===== config.mk =====
export PLATFORM = sky130hd
export DESIGN_NAME = clc_back
export DESIGN_NICKNAME = d
export VERILOG_FILES = /design/src/rtl/clc_pkg.sv /design/src/rtl/clc_back.sv
export SDC_FILE = /design/constraint.sdc
export NUM_CORES = 2
export LEC_CHECK = 0
export BUFFER_PORTS_ARGS = -buffer_cell sky130_fd_sc_hd__buf_2
export CORE_AREA = 5 5 565 567
export CTS_CLUSTER_SIZE = 24
export DETAILED_ROUTE_END_ITERATION = 12
export DIE_AREA = 0 0 570 572
export SYNTH_ARGS = -nofsm -noshare
export SYNTH_HDL_FRONTEND = slang
export SYNTH_SLANG_ARGS = --single-unit

===== constraint.sdc =====
create_clock -name clk_i -period 125.9 [get_ports clk_i]
set_clock_uncertainty 0.15 [all_clocks]
set_input_delay 6.295 -clock clk_i [delete_from_list [all_inputs] [get_ports clk_i]]
set_output_delay 6.295 -clock clk_i [all_outputs]
set_load 0.02 [all_outputs]

===== src/rtl/clc_pkg.sv =====
// shared constants, word types and the linearisation table of the luminance block
package clc_pkg;

  // fixed-point formats
  localparam int FRAC_BITS = 16;
  localparam int Q_BITS    = 30;
  localparam int OUT_W     = FRAC_BITS + 1;
  localparam int LIN_W     = Q_BITS + 1;
  localparam int ACC_W     = Q_BITS + 1;
  localparam int CH_W      = 8;
  localparam int TAB_DEPTH = 1 << CH_W;

  // quotient bits of the contrast division and width of its numerator
  localparam int QB    = FRAC_BITS + 1;
  localparam int NUM_W = ACC_W + FRAC_BITS;

  // 0.05 in Q1.30
  localparam logic [ACC_W-1:0] OFFSET_Q = 31'd53687091;

  // queue between front and back
  localparam int QDEPTH   = 8;
  localparam int CREDIT_W = $clog2(QDEPTH + 1);

  // configuration register indexes
  localparam int CFG_IDX_W = 2;
  localparam logic [CFG_IDX_W-1:0] CFG_BG_RED   = 2'd0;
  localparam logic [CFG_IDX_W-1:0] CFG_BG_GREEN = 2'd1;
  localparam logic [CFG_IDX_W-1:0] CFG_BG_BLUE  = 2'd2;

  typedef struct packed {
    logic [CH_W-1:0] red;
    logic [CH_W-1:0] green;
    logic [CH_W-1:0] blue;
  } in_word_t;

  typedef struct packed {
    logic [OUT_W-1:0] fg_luminance;
    logic [OUT_W-1:0] contrast_fraction;
    logic             fg_brighter;
  } out_word_t;

  // classified word handed from front to back
  typedef struct packed {
    logic [ACC_W-1:0] dark_sum;
    logic [ACC_W-1:0] bright_sum;
    logic [OUT_W-1:0] lum;
    logic             brighter;
  } q_word_t;

  typedef logic [TAB_DEPTH-1:0][LIN_W-1:0] lin_tab_t;

  // one linearised channel in Q1.30, evaluated at elaboration only
  function automatic logic [LIN_W-1:0] lin_entry(input longint unsigned v);
    longint unsigned one;
    longint unsigned t;
    longint unsigned s;
    longint unsigned lo;
    longint unsigned hi;
    longint unsigned mid;
    longint unsigned p;
    longint unsigned res;
    one = 64'd1 << Q_BITS;
    if (v <= 64'd10) begin
      res = (64'd10 * v * one) / 64'd32946;
    end else begin
      t  = ((64'd1000 * v + 64'd14025) * one) / 64'd269025;
      s  = (t * t) >> Q_BITS;
      lo = 64'd0;
      hi = one;
      // largest r with r^5 <= s, so that s * r is t to the power 2.4
      for (int i = 0; i < Q_BITS + 2; i++) begin
        if (lo < hi) begin
          mid = lo + ((hi - lo + 64'd1) >> 1);
          p   = mid;
          for (int k = 0; k < 4; k++) begin
            p = (p * mid) >> Q_BITS;
          end
          if (p <= s) begin
            lo = mid;
          end else begin
            hi = mid - 64'd1;
          end
        end
      end
      res = (s * lo) >> Q_BITS;
    end
    return res[LIN_W-1:0];
  endfunction

  function automatic lin_tab_t build_lin_table();
    lin_tab_t tab;
    for (int v = 0; v < TAB_DEPTH; v++) begin
      tab[v] = lin_entry(longint'(v));
    end
    return tab;
  endfunction

  localparam lin_tab_t LIN_TABLE = build_lin_table();

endpackage


===== src/rtl/clc_back.sv =====
// back: pipelined restoring division for the contrast fraction and the output stage
module clc_back (
  input  logic              clk_i,
  input  logic              rst_ni,
  input  logic              head_valid_i,
  input  clc_pkg::q_word_t  head_word_i,
  output logic              pop_o,
  output logic              out_valid_o,
  input  logic              out_ready_i,
  output clc_pkg::out_word_t out_word_o
);

  localparam int QB    = clc_pkg::QB;
  localparam int ACC_W = clc_pkg::ACC_W;

  logic en;
  logic [clc_pkg::NUM_W-1:0] num;

  logic [QB-1:0]    vld_q;
  logic [ACC_W-1:0] rem_q [QB];
  logic [QB-1:0]    low_q [QB];
  logic [QB-1:0]    quo_q [QB];
  logic [ACC_W-1:0] den_q [QB];
  logic [clc_pkg::OUT_W-1:0] lum_q [QB];
  logic             brt_q [QB];

  logic [ACC_W-1:0] rem_in [QB];
  logic [QB-1:0]    low_in [QB];
  logic [QB-1:0]    quo_in [QB];
  logic [ACC_W-1:0] den_in [QB];
  logic [ACC_W:0]   trial  [QB];
  logic             ge     [QB];
  logic [ACC_W-1:0] rem_d  [QB];
  logic [QB-1:0]    low_d  [QB];
  logic [QB-1:0]    quo_d  [QB];

  // whole back pipeline moves when the output stage is free or being taken
  assign en    = !vld_q[QB-1] || out_ready_i;
  assign pop_o = en && head_valid_i;

  // numerator a * 2^F + floor(b / 2); its top bits start the remainder
  assign num = (clc_pkg::NUM_W'(head_word_i.dark_sum) << clc_pkg::FRAC_BITS)
             + clc_pkg::NUM_W'(head_word_i.bright_sum >> 1);

  // one quotient bit per stage
  always_comb begin
    for (int k = 0; k < QB; k++) begin
      if (k == 0) begin
        rem_in[k] = ACC_W'(num[clc_pkg::NUM_W-1:QB]);
        low_in[k] = num[QB-1:0];
        quo_in[k] = '0;
        den_in[k] = head_word_i.bright_sum;
      end else begin
        rem_in[k] = rem_q[k-1];
        low_in[k] = low_q[k-1];
        quo_in[k] = quo_q[k-1];
        den_in[k] = den_q[k-1];
      end
      trial[k] = {rem_in[k], low_in[k][QB-1]};
      ge[k]    = trial[k] >= {1'b0, den_in[k]};
      rem_d[k] = ge[k] ? ACC_W'(trial[k] - {1'b0, den_in[k]}) : trial[k][ACC_W-1:0];
      low_d[k] = low_in[k] << 1;
      quo_d[k] = {quo_in[k][QB-2:0], ge[k]};
    end
  end

  always_ff @(posedge clk_i or negedge rst_ni) begin
    if (!rst_ni) begin
      vld_q <= '0;
    end else if (en) begin
      vld_q <= {vld_q[QB-2:0], head_valid_i};
    end
  end

  always_ff @(posedge clk_i) begin
    if (en) begin
      for (int k = 0; k < QB; k++) begin
        rem_q[k] <= rem_d[k];
        low_q[k] <= low_d[k];
        quo_q[k] <= quo_d[k];
        den_q[k] <= den_in[k];
        if (k == 0) begin
          lum_q[k] <= head_word_i.lum;
          brt_q[k] <= head_word_i.brighter;
        end else begin
          lum_q[k] <= lum_q[k-1];
          brt_q[k] <= brt_q[k-1];
        end
      end
    end
  end

  // last stage is the output register
  assign out_valid_o                  = vld_q[QB-1];
  assign out_word_o.fg_luminance      = lum_q[QB-1];
  assign out_word_o.contrast_fraction = quo_q[QB-1];
  assign out_word_o.fg_brighter       = brt_q[QB-1];

`ifndef SYNTHESIS
  a_fraction_bound : assert property (@(posedge clk_i) disable iff (!rst_ni)
    out_valid_o |-> out_word_o.contrast_fraction <=
      (clc_pkg::OUT_W'(1) << clc_pkg::FRAC_BITS))
    else $error("contrast fraction above one");

  a_divisor_offset : assert property (@(posedge clk_i) disable iff (!rst_ni)
    vld_q[0] |-> den_q[0] >= clc_pkg::OFFSET_Q)
    else $error("divisor lost its offset");
`endif

endmodule


==> metrics.txt <==
total track usage 0.0944; part of the cycle the worst path needs 0.108; cts repair resizes 0; most common cell after layout, fill and taps aside edfxtp_1; clock sink total 1,468; largest family of logic cells by synthesized area compound AO/OA/AOI/OAI gates; Post-Synth XOR/XNOR Area 0.0488; area grow syn2layout 13.9%; drt first-iter violations 2,879; Worst Max-Slew Pin Slew 1.02 ns; Fmax achieved 0.0733 GHz; r2r setup slk around 120 ns; Final Hold Viols 0; Tmin final 13.64 ns; cts hold-fix bufs 0; Core ar. 0.314 mm²; drt wl/cell 14.3 µm; TNS Setup 0 ns; CTS clk-pin slew, worst paths 0.06 ns; worst-skew pair later-pin latency 0.82 ns; CTS H-tree depth 4; die area 0.326 mm²; antenna viol nets, final 0; Residual DRC 0; DIE HEIGHT 572 µm; Initial Util 0.249; vias in the first global route 51,100; post-synthesis mux area share 0.0245; nets 7,515; fraction of layout cells with a size suffix above 1 0.0867; Gate Count Post-Synth 6,711; WS Path Type in2out; R2R depth 6; Reg area 0.0440 mm²; #FFs+latches synth 1,468; Via density 4.51; CTS tree yes; hold-critical path depth 0; detailed placement HPWL 119,000 µm; Crit path required time between 100 and 150 ns; routed wire length roughly 160,000 µm; first-pass GRT wire length 258,000 µm; YS warnings 0; postcts setup bufs 0; std cell rows a little over 200; largest net degree at the start of global routing 181; WP data arrival 7.19 ns; Slew HR 0.315; CTS buffer count 172; Port Buffers 120; TritonRoute pass-1 iters 6; Post-Syn Nets between 7,000 and 8,000; RSZ-0062 raised after global routing no; Post-synth EDFFs 1,451; most frequent cells in the layout edfxtp_1, inv_1, ha_1; Final setup violation count 0; Remaining Overflow, GRT 0; Mapped Area 0.0780 mm²; Post-Syn Area per Cell around 12 µm²; CP Launch Type input port; CTS max path bufs 4; CP max FO 40; CP endpoint kind output pin; async set or reset register ratio after synthesis 0.0116; GPL Wtd Cong about 0.94; IO Pins 121; Post-Synth Adder-Cell Area 0.0911; Synth Flop Type edfxtp_1; register area share after synthesis 0.564; Root Buffer clkbuf_16; Simple-Gate Fraction of Synth Area 0.0881; DR vias 50,300; complex-gate fraction of the synthesized area 0.143; die width 570 µm; Filler Cells Inserted 31,700; Slew Viols, Final 0; area occupied by multi-input gates approximately 0.031 mm²; initial antenna violation count 1; Max-Cap Viols 0; outcome finished clean; Worst Hold Class reg2reg; post-synthesis cell type count 96
[Yosys cell counts (10+ instances only)]
cell type  instances  share of area
a21boi_0          20         0.0019
o31a_1            24         0.0027
mux2_2           148          0.021
or2_2             16         0.0013
o21bai_1          71         0.0068
o21a_1            68         0.0065
dfrtp_1           17         0.0055
o21ai_0          438          0.028
nand3_1           98         0.0063
nor2b_1           70         0.0056
and4_1            13         0.0015
and2_1            30         0.0024
fa_1              17         0.0044
a21oi_1          533          0.034
nor4_1            16         0.0013
or3_1             29         0.0023
o31ai_1           48         0.0046
nand4_1           89         0.0071
ha_1             541          0.087
mux2i_1           14         0.0018
a211o_1           12         0.0013
edfxtp_1        1451           0.56
nor3_1            71         0.0046
nor2_1           390          0.019
inv_1            672          0.032
nand2_1          491          0.024
a31oi_1           60         0.0048
a211oi_1          50         0.0048
nand3b_1          10        0.00096
xor2_1           185          0.021
buf_2             28         0.0018
and3_1            38         0.0030
clkbuf_1         122         0.0059
a21o_1           294          0.028
nor3b_1           12         0.0012
xnor2_1          250          0.028
nand2b_1          67         0.0054
o211ai_1          20         0.0019
[logic make-up (layout without fill, tap and decap cells)]
| group | Yosys count | in the layout |
|---|---|---|
| compound gates | 1780 | 1780 |
| xor+xnor | 435 | 435 |
| fa+ha+maj | 558 | 558 |
| buf+inv | 836 | 1128 |
| flops | 1468 | 1468 |
| mux | 170 | 170 |
| other cells | 0 | 1 |
| simple gates | 1464 | 1464 |
[sequential cells by signal, summed over array words and instances (netlist names)]
name and count:
rem_q 496, quo_q 153, vld_q 17, brt_q 17, lum_q 289, den_q 496
[area by class of cell]
| class | instances | area share |
|---|---|---|
| sequential | 1468 | 0.495 |
| multi-input combinational | 4407 | 0.348 |
| tap | 4160 | 0.0585 |
| clock buffer | 205 | 0.0500 |
| inverter | 673 | 0.0284 |
| clock inverter | 99 | 0.0104 |
| timing repair buffer | 151 | 0.00965 |
| antenna | 1 | 0.0000281 |
[metrics by stage]
stage          hold slack [ns]  cell area, µm²  std cells  worst slack, ns   util
2_1_floorplan            0.250           78000       6711            70.35      -
3_3_place_gp             0.250           83500      10900           112.27  0.266
3_5_place_dp             0.255           83500      10900           112.26  0.266
4_1_cts                  0.233           88900      11200           112.25  0.283
5_1_grt                  0.245           88900      11200           112.21  0.283
6_report                 0.242           88900      11200           112.26  0.283
[routing by layer]
metal / up-vias / wire, µm / track usage
met2: 1235 / 77400 / 0.169
met5: - / 0 / 0
met3: 439 / 6170 / 0.0142
met1: 23700 / 67900 / 0.110
li1: 24900 / - / -
met4: 0 / 8020 / 0.0459
[final timing paths]
| path | from | end |
|---|---|---|
| setup / recovery | out_ready_i | pop_o |
| hold / removal | quo_q[0][105] | quo_q[0][123] |
| setup reg to reg | vld_q[16] | quo_q[0][274] |
| hold reg to reg | quo_q[0][105] | quo_q[0][123] |
| max in group asynchronous | rst_ni | vld_q[5] |
| min in group asynchronous | rst_ni | vld_q[16] |
[critical path: stages]
cell and delay, ns:
buf_2 0.10, nand2b_4 0.36, and2_1 0.28, buf_2 0.16
Power is left out: the tool's default activity adds up to more than one toggle a clock period on the data nets, which glitch-free logic cannot reach.
