$ cat src/rtl/clc_pkg.sv
// shared constants, word types and the linearisation table of the luminance block
package clc_pkg;

  // fixed-point formats
  localparam int FRAC_BITS = 16;
  localparam int Q_BITS    = 30;
  localparam int OUT_W     = FRAC_BITS + 1;
  localparam int LIN_W     = Q_BITS + 1;
  localparam int ACC_W     = Q_BITS + 1;
  localparam int CH_W      = 8;
  localparam int TAB_DEPTH = 1 << CH_W;

  // quotient bits of the contrast division and width of its numerator
  localparam int QB    = FRAC_BITS + 1;
  localparam int NUM_W = ACC_W + FRAC_BITS;

  // 0.05 in Q1.30
  localparam logic [ACC_W-1:0] OFFSET_Q = 31'd53687091;

  // queue between front and back
  localparam int QDEPTH   = 8;
  localparam int CREDIT_W = $clog2(QDEPTH + 1);

  // configuration register indexes
  localparam int CFG_IDX_W = 2;
  localparam logic [CFG_IDX_W-1:0] CFG_BG_RED   = 2'd0;
  localparam logic [CFG_IDX_W-1:0] CFG_BG_GREEN = 2'd1;
  localparam logic [CFG_IDX_W-1:0] CFG_BG_BLUE  = 2'd2;

  typedef struct packed {
    logic [CH_W-1:0] red;
    logic [CH_W-1:0] green;
    logic [CH_W-1:0] blue;
  } in_word_t;

  typedef struct packed {
    logic [OUT_W-1:0] fg_luminance;
    logic [OUT_W-1:0] contrast_fraction;
    logic             fg_brighter;
  } out_word_t;

  // classified word handed from front to back
  typedef struct packed {
    logic [ACC_W-1:0] dark_sum;
    logic [ACC_W-1:0] bright_sum;
    logic [OUT_W-1:0] lum;
    logic             brighter;
  } q_word_t;

  typedef logic [TAB_DEPTH-1:0][LIN_W-1:0] lin_tab_t;

  // one linearised channel in Q1.30, evaluated at elaboration only
  function automatic logic [LIN_W-1:0] lin_entry(input longint unsigned v);
    longint unsigned one;
    longint unsigned t;
    longint unsigned s;
    longint unsigned lo;
    longint unsigned hi;
    longint unsigned mid;
    longint unsigned p;
    longint unsigned res;
    one = 64'd1 << Q_BITS;
    if (v <= 64'd10) begin
      res = (64'd10 * v * one) / 64'd32946;
    end else begin
      t  = ((64'd1000 * v + 64'd14025) * one) / 64'd269025;
      s  = (t * t) >> Q_BITS;
      lo = 64'd0;
      hi = one;
      // largest r with r^5 <= s, so that s * r is t to the power 2.4
      for (int i = 0; i < Q_BITS + 2; i++) begin
        if (lo < hi) begin
          mid = lo + ((hi - lo + 64'd1) >> 1);
          p   = mid;
          for (int k = 0; k < 4; k++) begin
            p = (p * mid) >> Q_BITS;
          end
          if (p <= s) begin
            lo = mid;
          end else begin
            hi = mid - 64'd1;
          end
        end
      end
      res = (s * lo) >> Q_BITS;
    end
    return res[LIN_W-1:0];
  endfunction

  function automatic lin_tab_t build_lin_table();
    lin_tab_t tab;
    for (int v = 0; v < TAB_DEPTH; v++) begin
      tab[v] = lin_entry(longint'(v));
    end
    return tab;
  endfunction

  localparam lin_tab_t LIN_TABLE = build_lin_table();

endpackage

$ cat src/rtl/clc_fifo.sv
// small flop queue between the classifying front and the dividing back
module clc_fifo (
  input  logic              clk_i,
  input  logic              rst_ni,
  input  logic              push_i,
  input  clc_pkg::q_word_t  push_word_i,
  input  logic              pop_i,
  output logic              head_valid_o,
  output clc_pkg::q_word_t  head_word_o
);

  localparam int PTR_W = $clog2(clc_pkg::QDEPTH);
  localparam int CNT_W = $clog2(clc_pkg::QDEPTH + 1);

  clc_pkg::q_word_t mem_q [clc_pkg::QDEPTH];
  logic [PTR_W-1:0] wr_ptr_q, wr_ptr_d;
  logic [PTR_W-1:0] rd_ptr_q, rd_ptr_d;
  logic [CNT_W-1:0] count_q, count_d;

  // pointer and fill count update
  always_comb begin
    wr_ptr_d = wr_ptr_q;
    rd_ptr_d = rd_ptr_q;
    if (push_i) begin
      wr_ptr_d = (wr_ptr_q == PTR_W'(clc_pkg::QDEPTH - 1)) ? '0 : wr_ptr_q + 1'b1;
    end
    if (pop_i) begin
      rd_ptr_d = (rd_ptr_q == PTR_W'(clc_pkg::QDEPTH - 1)) ? '0 : rd_ptr_q + 1'b1;
    end
    count_d = count_q + CNT_W'(push_i) - CNT_W'(pop_i);
  end

  always_ff @(posedge clk_i or negedge rst_ni) begin
    if (!rst_ni) begin
      wr_ptr_q <= '0;
      rd_ptr_q <= '0;
      count_q  <= '0;
    end else begin
      wr_ptr_q <= wr_ptr_d;
      rd_ptr_q <= rd_ptr_d;
      count_q  <= count_d;
    end
  end

  // storage
  always_ff @(posedge clk_i) begin
    if (push_i) begin
      mem_q[wr_ptr_q] <= push_word_i;
    end
  end

  assign head_valid_o = (count_q != '0);
  assign head_word_o  = mem_q[rd_ptr_q];

`ifndef SYNTHESIS
  a_no_overflow : assert property (@(posedge clk_i) disable iff (!rst_ni)
    push_i && !pop_i |-> count_q < CNT_W'(clc_pkg::QDEPTH))
    else $error("queue written while full");

  a_no_underflow : assert property (@(posedge clk_i) disable iff (!rst_ni)
    pop_i |-> count_q != '0)
    else $error("queue read while empty");
`endif

endmodule

$ cat config.mk
export PLATFORM = sky130hd
export DESIGN_NAME = clc_fifo
export DESIGN_NICKNAME = d
export VERILOG_FILES = /design/src/rtl/clc_pkg.sv /design/src/rtl/clc_fifo.sv
export SDC_FILE = /design/constraint.sdc
export NUM_CORES = 1
export LEC_CHECK = 0
export BUFFER_PORTS_ARGS = -buffer_cell sky130_fd_sc_hd__buf_2
export CORE_MARGIN = 5
export CORE_UTILIZATION = 58
export DETAILED_ROUTE_END_ITERATION = 6
export GPL_ROUTABILITY_DRIVEN = 0
export PLACE_DENSITY = 0.77
export SLEW_MARGIN = 25
export SYNTH_ARGS = -nofsm -noshare
export SYNTH_HDL_FRONTEND = slang
export SYNTH_SLANG_ARGS = --single-unit
$ cat constraint.sdc
create_clock -name clk_i -period 9.45 [get_ports clk_i]
set_input_delay 0.945 -clock clk_i [delete_from_list [all_inputs] [get_ports clk_i]]
set_output_delay 0.945 -clock clk_i [all_outputs]
set_load 0.01 [all_outputs]
==> impl_metrics.env, run 1 <==
export IMPL_fill_cells=2599
export IMPL_first_global_vias=12200
export IMPL_drv_cap=0
export IMPL_tns_ns=0
export IMPL_ys_warn_count=0
export IMPL_start_kind="flop"
export IMPL_required_ns=8.51
export IMPL_slew_headroom_pct=29.9
export IMPL_cts_tree="yes"
export IMPL_skew_ns=0.0116
export IMPL_timing_rr_start="wr_ptr_q[2]"
export IMPL_crit_top_cell="nand2_1"
export IMPL_cts_buffer_depth=3
export IMPL_routed_wl_um=47800
export IMPL_vias_per_cell=5.87
export IMPL_syn_inst=1149
export IMPL_clkPwrFrac_pct=28.4
export IMPL_finalMaxSlewViolations=0
export IMPL_register_area_um2=19500
export IMPL_synth_nets=1243
export IMPL_synth_top_area_share_pct=78.1
export IMPL_track_usage_pct=21.0
export IMPL_clkTransAtPathRegs_ns=0.07
export IMPL_p_sw_mw=2.59
export IMPL_timing_worst_setup_path_type="reg2out"
export IMPL_dieHeight_um=216
export IMPL_initial_core_util_pct=58.7
export IMPL_crit_slowest_cell="dfrtp_4"
export IMPL_r2r_cells=4
export IMPL_syn2layout_area_growth_pct=14.3
export IMPL_dr_pass1_iters=6
export IMPL_power_mw=8.77
export IMPL_die_w_um=216
export IMPL_place_hpwl_um=26200
export IMPL_rsz0062_at_grt="no"
export IMPL_grt_start_max_net_pins=68
export IMPL_utilization_pct=67.1
export IMPL_synth_top_area_cell="edfxtp_1"
export IMPL_path_cells="buf_4 -> mux4_2 -> nand2_1 -> nand2_1 -> buf_2"
export IMPL_regToRegEndpoint="mem_q[2][57]"
export IMPL_setup_ws_ns=5.16
export IMPL_swShare_pct=29.6
export IMPL_dp_cells=1821
export IMPL_htreeDepth=2
export IMPL_seq_area_frac_synth_pct=79.1
export IMPL_r2r_setup_slack_ns=6.43
export IMPL_final_design_area_no_fill_um2=28100
export IMPL_total_leakage_power_nw=9.61
export IMPL_drive_above_1_share_pct=32.8
export IMPL_worstMarginPinSlew_ns=1.05
export IMPL_hold_slack_ns=0.187
export IMPL_wire_per_inst_um=24.7
export IMPL_route_detailed_drc=0
export IMPL_grt_pass1_wl_um=73600
export IMPL_die_area_um2=46600
export IMPL_syn_avg_cell_area_um2=21.4
export IMPL_root_buffer="clkbuf_16"
export IMPL_cp_max_fo=41
export IMPL_status="complete, no violations"
export IMPL_combPwrFrac_pct=28.0
export IMPL_power_internal_mw=6.18
export IMPL_dp_worst_setup_slack_ns=5.60
export IMPL_clock_sinks=650
export IMPL_io_pins=165
export IMPL_yosysUniqueCellTypes=22
export IMPL_placed_cell_area_um2=26000
export IMPL_postCtsSetupBuffers=0
export IMPL_rows=75
export IMPL_fin_cells=1936
export IMPL_layout_common_cells="edfxtp_1 (640), nand2_1 (243), buf_2 (164)"
export IMPL_drtAntennaViolNets=0
export IMPL_hold_viol=0
export IMPL_via_count=11400
export IMPL_cellPowerDensity_nw_per_um2=312
export IMPL_end_kind="output pin"
export IMPL_syn_area_um2=24600
export IMPL_insertion_delay_ns=0.60
export IMPL_synth_area_top_cells="edfxtp_1 (78%), mux4_2 (15%), nand2_1 (3.7%)"
export IMPL_max_freq_mhz=233
export IMPL_multiInputGateArea_um2=4860
export IMPL_coreArea_um2=41900
export IMPL_grt_ovfl_total=0
export IMPL_period_needed_ns=4.29
export IMPL_setup_viol=0
export IMPL_post_cts_resized=0
export IMPL_holdBufCountCts=0
export IMPL_layout_commonest_cell="edfxtp_1"
export IMPL_antenna_found_initial=7
export IMPL_hold_path_class="in2async"
export IMPL_worstPathArrival_ns=3.35
export IMPL_ys_ff_latch=650
export IMPL_p_seq_share_pct=43.7
export IMPL_nets=1440
export IMPL_port_buffers=164
export IMPL_max_stage_delay_ns=0.94
export IMPL_drtIter0Drc=1031
export IMPL_peakVddDrop_mv=0.210
export IMPL_cts_buffers=61
export IMPL_post_route_period_util_pct=45.4
## power groups by stage
stage	logic (mW)	clock network, mW	registers, mW
3_3_place_gp	2.45	0	3.87
4_1_cts	2.51	2.54	3.84
5_1_grt	2.69	2.67	3.88
3_5_place_dp	2.49	0	3.90
6_report	2.45	2.49	3.83
2_1_floorplan	1.80	0	3.78
## state kept, by name, summed over array words and instances, names as in the netlist
signal	flops
rd_ptr_q	3
mem_q	640
wr_ptr_q	3
count_q	4
## metal layers
metal,share of wire (%),vias up,track usage [%],wire length [um]
met4,2.3,10,6.06,1100
li1,-,5010,-,-
met5,0.13,-,0,64
met1,40,5925,28.5,19300
met3,6.2,77,4.34,2950
met2,51,348,35.3,24400
## worst max-delay path by stage
| stage | start | end | slack, ns |
|---|---|---|---|
| CTS | rd_ptr_q[0] | head_word_o[1] | 4.90 |
| global route | rd_ptr_q[0] | head_word_o[52] | 4.81 |
| detailed placement | rd_ptr_q[0] | head_word_o[1] | 5.60 |
| finish | rd_ptr_q[0] | head_word_o[52] | 5.16 |
| floorplan | push_i | mem_q[0][0] | 2.37 |
| global placement | rd_ptr_q[0] | head_word_o[16] | 5.62 |
## logic make-up after synthesis
| group | synth area share [%] |
|---|---|
| flip-flops | 79.1 |
| buffers and inverters | 1.35 |
| adder cells (fa/ha/maj) | 0.539 |
| AND/OR/NAND/NOR | 4.00 |
| AO/OA/AOI/OAI | 0.0915 |
| multiplexers | 14.8 |
| XOR/XNOR | 0.0712 |
## synth_stat cells
cell type and n:
nand3_1 1, fa_1 1, ha_1 9, a21o_1 1, a21oi_1 1, nand2b_1 2, inv_1 7, nor3_1 2
mux4_2 160, xor2_1 2, inv_2 1, dfrtp_1 10, edfxtp_1 640, nand3b_1 2, nand2_1 243, buf_4 1
clkbuf_1 23, o21ai_0 2, nor2_1 8, buf_6 10, buf_2 19, mux2_2 4
## critical path, delay by kind of cell (launching register included)
| family | cells | cell delay (ns) |
|---|---|---|
| buf+inv | 2 | 0.94 |
| flops | 1 | 0.94 |
| mux | 1 | 0.61 |
| simple gates | 2 | 0.21 |
## cell type report
type,count,area share (%)
inverters,8,0.111
multi-input cells,438,17.3
clock inverters,47,1.85
well taps,539,2.40
diodes,3,0.0267
clock buffers,64,5.47
repair buffers,187,3.65
flip-flops and latches,650,69.2
(Power assumes the default switching activity.)
==> run 2: changes to the inputs <==
- clock period: 9.45 -> 4.4 ns (I/O delays scaled with it)
==> impl_metrics.env, run 2 (synthesized netlist as in run 1, its figures left out) <==
export IMPL_status="complete, no violations"
export IMPL_combPwrFrac_pct=29.3
export IMPL_insertion_delay_ns=0.62
export IMPL_period_needed_ns=3.37
export IMPL_nets=1440
export IMPL_drtIter0Drc=945
export IMPL_grt_start_max_net_pins=72
export IMPL_p_sw_mw=5.63
export IMPL_cp_startpoint="rd_ptr_q[1]"
export IMPL_power_internal_mw=13.1
export IMPL_drtAntennaViolNets=0
export IMPL_worstPathArrival_ns=2.93
export IMPL_worstMarginPinSlew_ns=0.892
export IMPL_route_detailed_drc=0
export IMPL_drive_above_1_share_pct=32.0
export IMPL_cp_max_fo=44
export IMPL_cp_endpoint="head_word_o[53]"
export IMPL_largest_register_ffs=640
export IMPL_timing_worst_setup_path_type="reg2out"
export IMPL_setup_viol=0
export IMPL_start_kind="flop"
export IMPL_peakVddDrop_mv=0.417
export IMPL_initial_core_util_pct=58.7
export IMPL_port_buffers=164
export IMPL_wire_per_inst_um=25.5
export IMPL_die_w_um=216
export IMPL_dieHeight_um=216
export IMPL_reg_top3="mem_q: 640 flops, count_q: 4 flops"
export IMPL_cts_tree="yes"
export IMPL_cts_buffers=61
export IMPL_utilization_pct=67.1
export IMPL_clkPwrFrac_pct=26.9
export IMPL_hold_slack_ns=0.0882
export IMPL_place_hpwl_um=26500
export IMPL_dp_worst_setup_slack_ns=1.66
export IMPL_swShare_pct=30.1
export IMPL_setup_ws_ns=1.03
export IMPL_io_pins=165
export IMPL_rows=75
export IMPL_die_area_um2=46600
export IMPL_tns_ns=0
export IMPL_hold_viol=0
export IMPL_htreeDepth=2
export IMPL_clock_sinks=650
export IMPL_grt_ovfl_total=0
export IMPL_coreArea_um2=41900
export IMPL_timing_rr_start="rd_ptr_q[1]"
export IMPL_vias_per_cell=5.98
export IMPL_rsz0062_at_grt="no"
export IMPL_track_usage_pct=21.5
export IMPL_via_count=11600
export IMPL_grt_pass1_wl_um=75500
export IMPL_syn2layout_area_growth_pct=14.5
export IMPL_required_ns=3.96
export IMPL_cts_buffer_depth=3
export IMPL_r2r_setup_slack_ns=1.97
export IMPL_post_route_period_util_pct=76.5
export IMPL_first_global_vias=12200
export IMPL_drv_cap=0
export IMPL_top_register="mem_q"
export IMPL_postCtsSetupBuffers=0
export IMPL_clkTransAtPathRegs_ns=0.06
export IMPL_dr_pass1_iters=5
export IMPL_antenna_found_initial=7
export IMPL_routed_wl_um=49400
export IMPL_hold_path_class="in2reg"
export IMPL_max_freq_mhz=297
export IMPL_min_delay_start="push_word_i[59]"
export IMPL_finalMaxSlewViolations=0
export IMPL_slew_headroom_pct=40.4
export IMPL_p_seq_share_pct=43.8
export IMPL_r2r_cells=3
export IMPL_post_cts_resized=0
export IMPL_cellPowerDensity_nw_per_um2=664
export IMPL_skew_ns=0.0150
export IMPL_total_leakage_power_nw=9.61
export IMPL_end_kind="output pin"
export IMPL_layout_commonest_cell="edfxtp_1"
export IMPL_layout_common_cells="edfxtp_1 (640), nand2_1 (243), buf_2 (164)"
export IMPL_root_buffer="clkbuf_16"
export IMPL_regToRegEndpoint="rd_ptr_q[1]"
==> run 2: changes by cell type in the layout (fill, tap and decap cells not counted), sizes merged <==
cell and delta:
buf -1, inv +2, bufinv -6, clkbuf +8, dlygate4sd3 +1, clkinv +3
clkinvlp -5
==> run 2: what timing repair did <==
action                                  in CTS  in global routing
hold buffers                                 1                  0
endpoints found under the setup margin       0                  0
endpoints found under the hold margin       10                  0
==> run 2: how the worst min path moves through the flow <==
stage                     depth (start not counted)           end  slack (ns)
after floorplan                                   0    count_q[0]        0.14
after global placement                            1    count_q[3]        0.33
after detailed placement                          1    count_q[3]        0.33
after CTS                                         1  mem_q[6][57]        0.05
after global routing                              1  mem_q[0][60]        0.08
final                                             1  mem_q[2][59]        0.09
==> run 2: final cells by class <==
cell class / instances / area, um^2
timing repair buffer: 187 / 1170
sequential: 650 / 19500
clock buffer: 72 / 1610
inverter: 8 / 31.3
tap: 539 / 674
fill: 2662 / 13800
antenna: 3 / 7.51
multi-input combinational: 438 / 4870
clock inverter: 41 / 317
==> run 2: power by group through the flow <==
stage | clock network (mW) | logic, mW | registers [mW]
6_report | 5.03 | 5.48 | 8.19
5_1_grt | 5.41 | 5.96 | 8.27
4_1_cts | 5.14 | 5.61 | 8.20
3_5_place_dp | 0 | 5.57 | 8.32
3_3_place_gp | 0 | 5.51 | 8.26
2_1_floorplan | 0 | 3.87 | 8.08
==> run 2: worst max-delay path, cell delays in order, from the launching register on <==
cell and delay [ns]:
dfrtp_4 0.75, clkinv_2 0.75, buf_12 0.46, nand2_1 0.11, nand2_1 0.06, buf_2 0.14
==> run 2: layer usage <==
metal	routed length, um	global-route usage (%)	up-vias
li1	-	-	5013
met1	19400	29.9	6044
met2	25400	36.2	457
met3	3650	4.29	73
met4	844	4.98	10
met5	59	0	-
==> run 2: per-stage QoR <==
| step | cell area, um^2 | std cells | total power, mW |
|---|---|---|---|
| after floorplan | 24600 | 1149 | 11.9 |
| after global placement | 26200 | 1821 | 13.8 |
| after detailed placement | 26200 | 1821 | 13.9 |
| after CTS | 28200 | 1935 | 19.0 |
| after global routing | 28200 | 1936 | 19.6 |
| final | 28200 | 1938 | 18.7 |
==> run 3: changes to the inputs <==
- clock period: 4.4 -> 3.36 ns (I/O delays scaled with it)
==> impl_metrics.env, run 3 (synthesized netlist as in run 1, its figures left out) <==
export IMPL_syn2layout_area_growth_pct=19.0
export IMPL_slew_headroom_pct=45.4
export IMPL_insertion_delay_ns=0.60
export IMPL_antenna_found_initial=3
export IMPL_vias_per_cell=5.87
export IMPL_rsz0062_at_grt="no"
export IMPL_coreArea_um2=41900
export IMPL_status="complete, no violations"
export IMPL_nets=1526
export IMPL_worstPathArrival_ns=2.71
export IMPL_dp_cells=1832
export IMPL_layout_common_cells="edfxtp_1 (640), nand2_1 (243), buf_2 (164)"
export IMPL_routed_wl_um=49300
export IMPL_cellPowerDensity_nw_per_um2=865
export IMPL_clkTransAtPathRegs_ns=0.06
export IMPL_post_route_period_util_pct=90.5
export IMPL_drtAntennaViolNets=0
export IMPL_skew_ns=0.0143
export IMPL_total_leakage_power_nw=10.1
export IMPL_cts_tree="yes"
export IMPL_cp_max_fo=53
export IMPL_die_w_um=216
export IMPL_path_cells="buf_4 -> mux4_2 -> nand2_1 -> nand2_1 -> buf_2"
export IMPL_timing_worst_setup_path_type="reg2out"
export IMPL_fin_cells=2023
export IMPL_root_buffer="clkbuf_16"
export IMPL_grt_start_max_net_pins=73
export IMPL_first_global_vias=12600
export IMPL_crit_slowest_cell="dfrtp_4"
export IMPL_required_ns=3.02
export IMPL_hold_path_class="in2reg"
export IMPL_top_register="mem_q"
export IMPL_io_pins=165
export IMPL_setup_viol=0
export IMPL_max_stage_delay_ns=0.96
export IMPL_initial_core_util_pct=58.7
export IMPL_drv_cap=0
export IMPL_via_count=11900
export IMPL_max_freq_mhz=329
export IMPL_antenna_cells=0
export IMPL_peakVddDrop_mv=0.615
export IMPL_grt_ovfl_total=0
export IMPL_place_hpwl_um=26500
export IMPL_track_usage_pct=21.4
export IMPL_htreeDepth=2
export IMPL_layout_commonest_cell="edfxtp_1"
export IMPL_period_needed_ns=3.04
export IMPL_hold_viol=0
export IMPL_wire_per_inst_um=24.4
export IMPL_die_area_um2=46600
export IMPL_route_detailed_drc=0
export IMPL_crit_top_cell="nand2_1"
export IMPL_start_kind="flop"
export IMPL_clock_sinks=650
export IMPL_largest_register_ffs=640
export IMPL_drive_above_1_share_pct=31.3
export IMPL_dr_pass1_iters=5
export IMPL_finalMaxSlewViolations=0
export IMPL_port_buffers=164
export IMPL_rows=75
export IMPL_tns_ns=0
export IMPL_post_cts_resized=0
export IMPL_reg_top3="mem_q: 640 flops, count_q: 4 flops"
export IMPL_worstMarginPinSlew_ns=0.820
export IMPL_cts_buffer_depth=3
export IMPL_end_kind="output pin"
export IMPL_cts_buffers=61
export IMPL_grt_pass1_wl_um=76100
export IMPL_dieHeight_um=216
export IMPL_drtIter0Drc=1026
-- run 3: worst max-delay path: cells and delay by family, from the launching register on --
family | cells | cell delay (ns)
buffers and inverters | 2 | 0.58
flip-flops | 1 | 0.96
multiplexers | 1 | 0.36
AND/OR/NAND/NOR | 2 | 0.19
-- run 3: final cells by class --
| cell class | count | area (um^2) |
|---|---|---|
| sequential | 650 | 19500 |
| tap | 539 | 674 |
| fill | 2511 | 12700 |
| multi-input combinational | 438 | 4870 |
| clock inverter | 42 | 543 |
| inverter | 8 | 31.3 |
| timing repair buffer | 273 | 2050 |
| clock buffer | 73 | 1610 |
-- run 3: path summary, 6_finish.rpt --
check / start / end / slack (ns) / cells after the start
max in group asynchronous: rst_ni / rd_ptr_q[0] / 2.99 / 2
worst max register to register: wr_ptr_q[2] / mem_q[2][36] / 1.29 / 3
worst max-delay path: rd_ptr_q[2] / head_word_o[31] / 0.32 / 5
min in group asynchronous: rst_ni / count_q[0] / 0.14 / 2
worst min register to register: wr_ptr_q[2] / wr_ptr_q[2] / 0.60 / 1
worst min-delay path: push_word_i[41] / mem_q[2][41] / 0.03 / 1
-- run 3: per-stage QoR --
stage / power (mW) / setup slack [ns] / hold slack (ns) / area [um^2] / utilization (%)
after floorplan: 15.6 / -1.12 / 0.0404 / 24600 / -
after global placement: 18.1 / 0.938 / 0.208 / 26400 / 62.8
after detailed placement: 18.3 / 0.914 / 0.213 / 26400 / 62.8
after CTS: 25.6 / 0.237 / 0.000192 / 29300 / 69.8
after global routing: 26.6 / 0.180 / 0.0236 / 29300 / 69.8
final: 25.3 / 0.318 / 0.0292 / 29300 / 69.8
-- run 3: what timing repair did --
item,4_1_cts,5_1_grt
hold buffers,76,0
buffers inserted,0,0
endpoints found under the hold margin,596,0
endpoints found under the setup margin,0,0
-- run 3: report_power, final --
| group | switching [mW] | internal (mW) |
|---|---|---|
| Combinational | 4.11 | 3.33 |
| Sequential | 0.487 | 10.1 |
| Clock | 2.83 | 4.42 |
| Total | 7.43 | 17.9 |
-- run 3: routing by layer --
metal | track usage (%) | wire length, um | up-vias
li1 | - | - | 5201
met1 | 29.9 | 19900 | 6181
met2 | 36.5 | 25500 | 425
met3 | 3.94 | 3190 | 62
met4 | 4.49 | 704 | 6
met5 | 0 | 34 | -
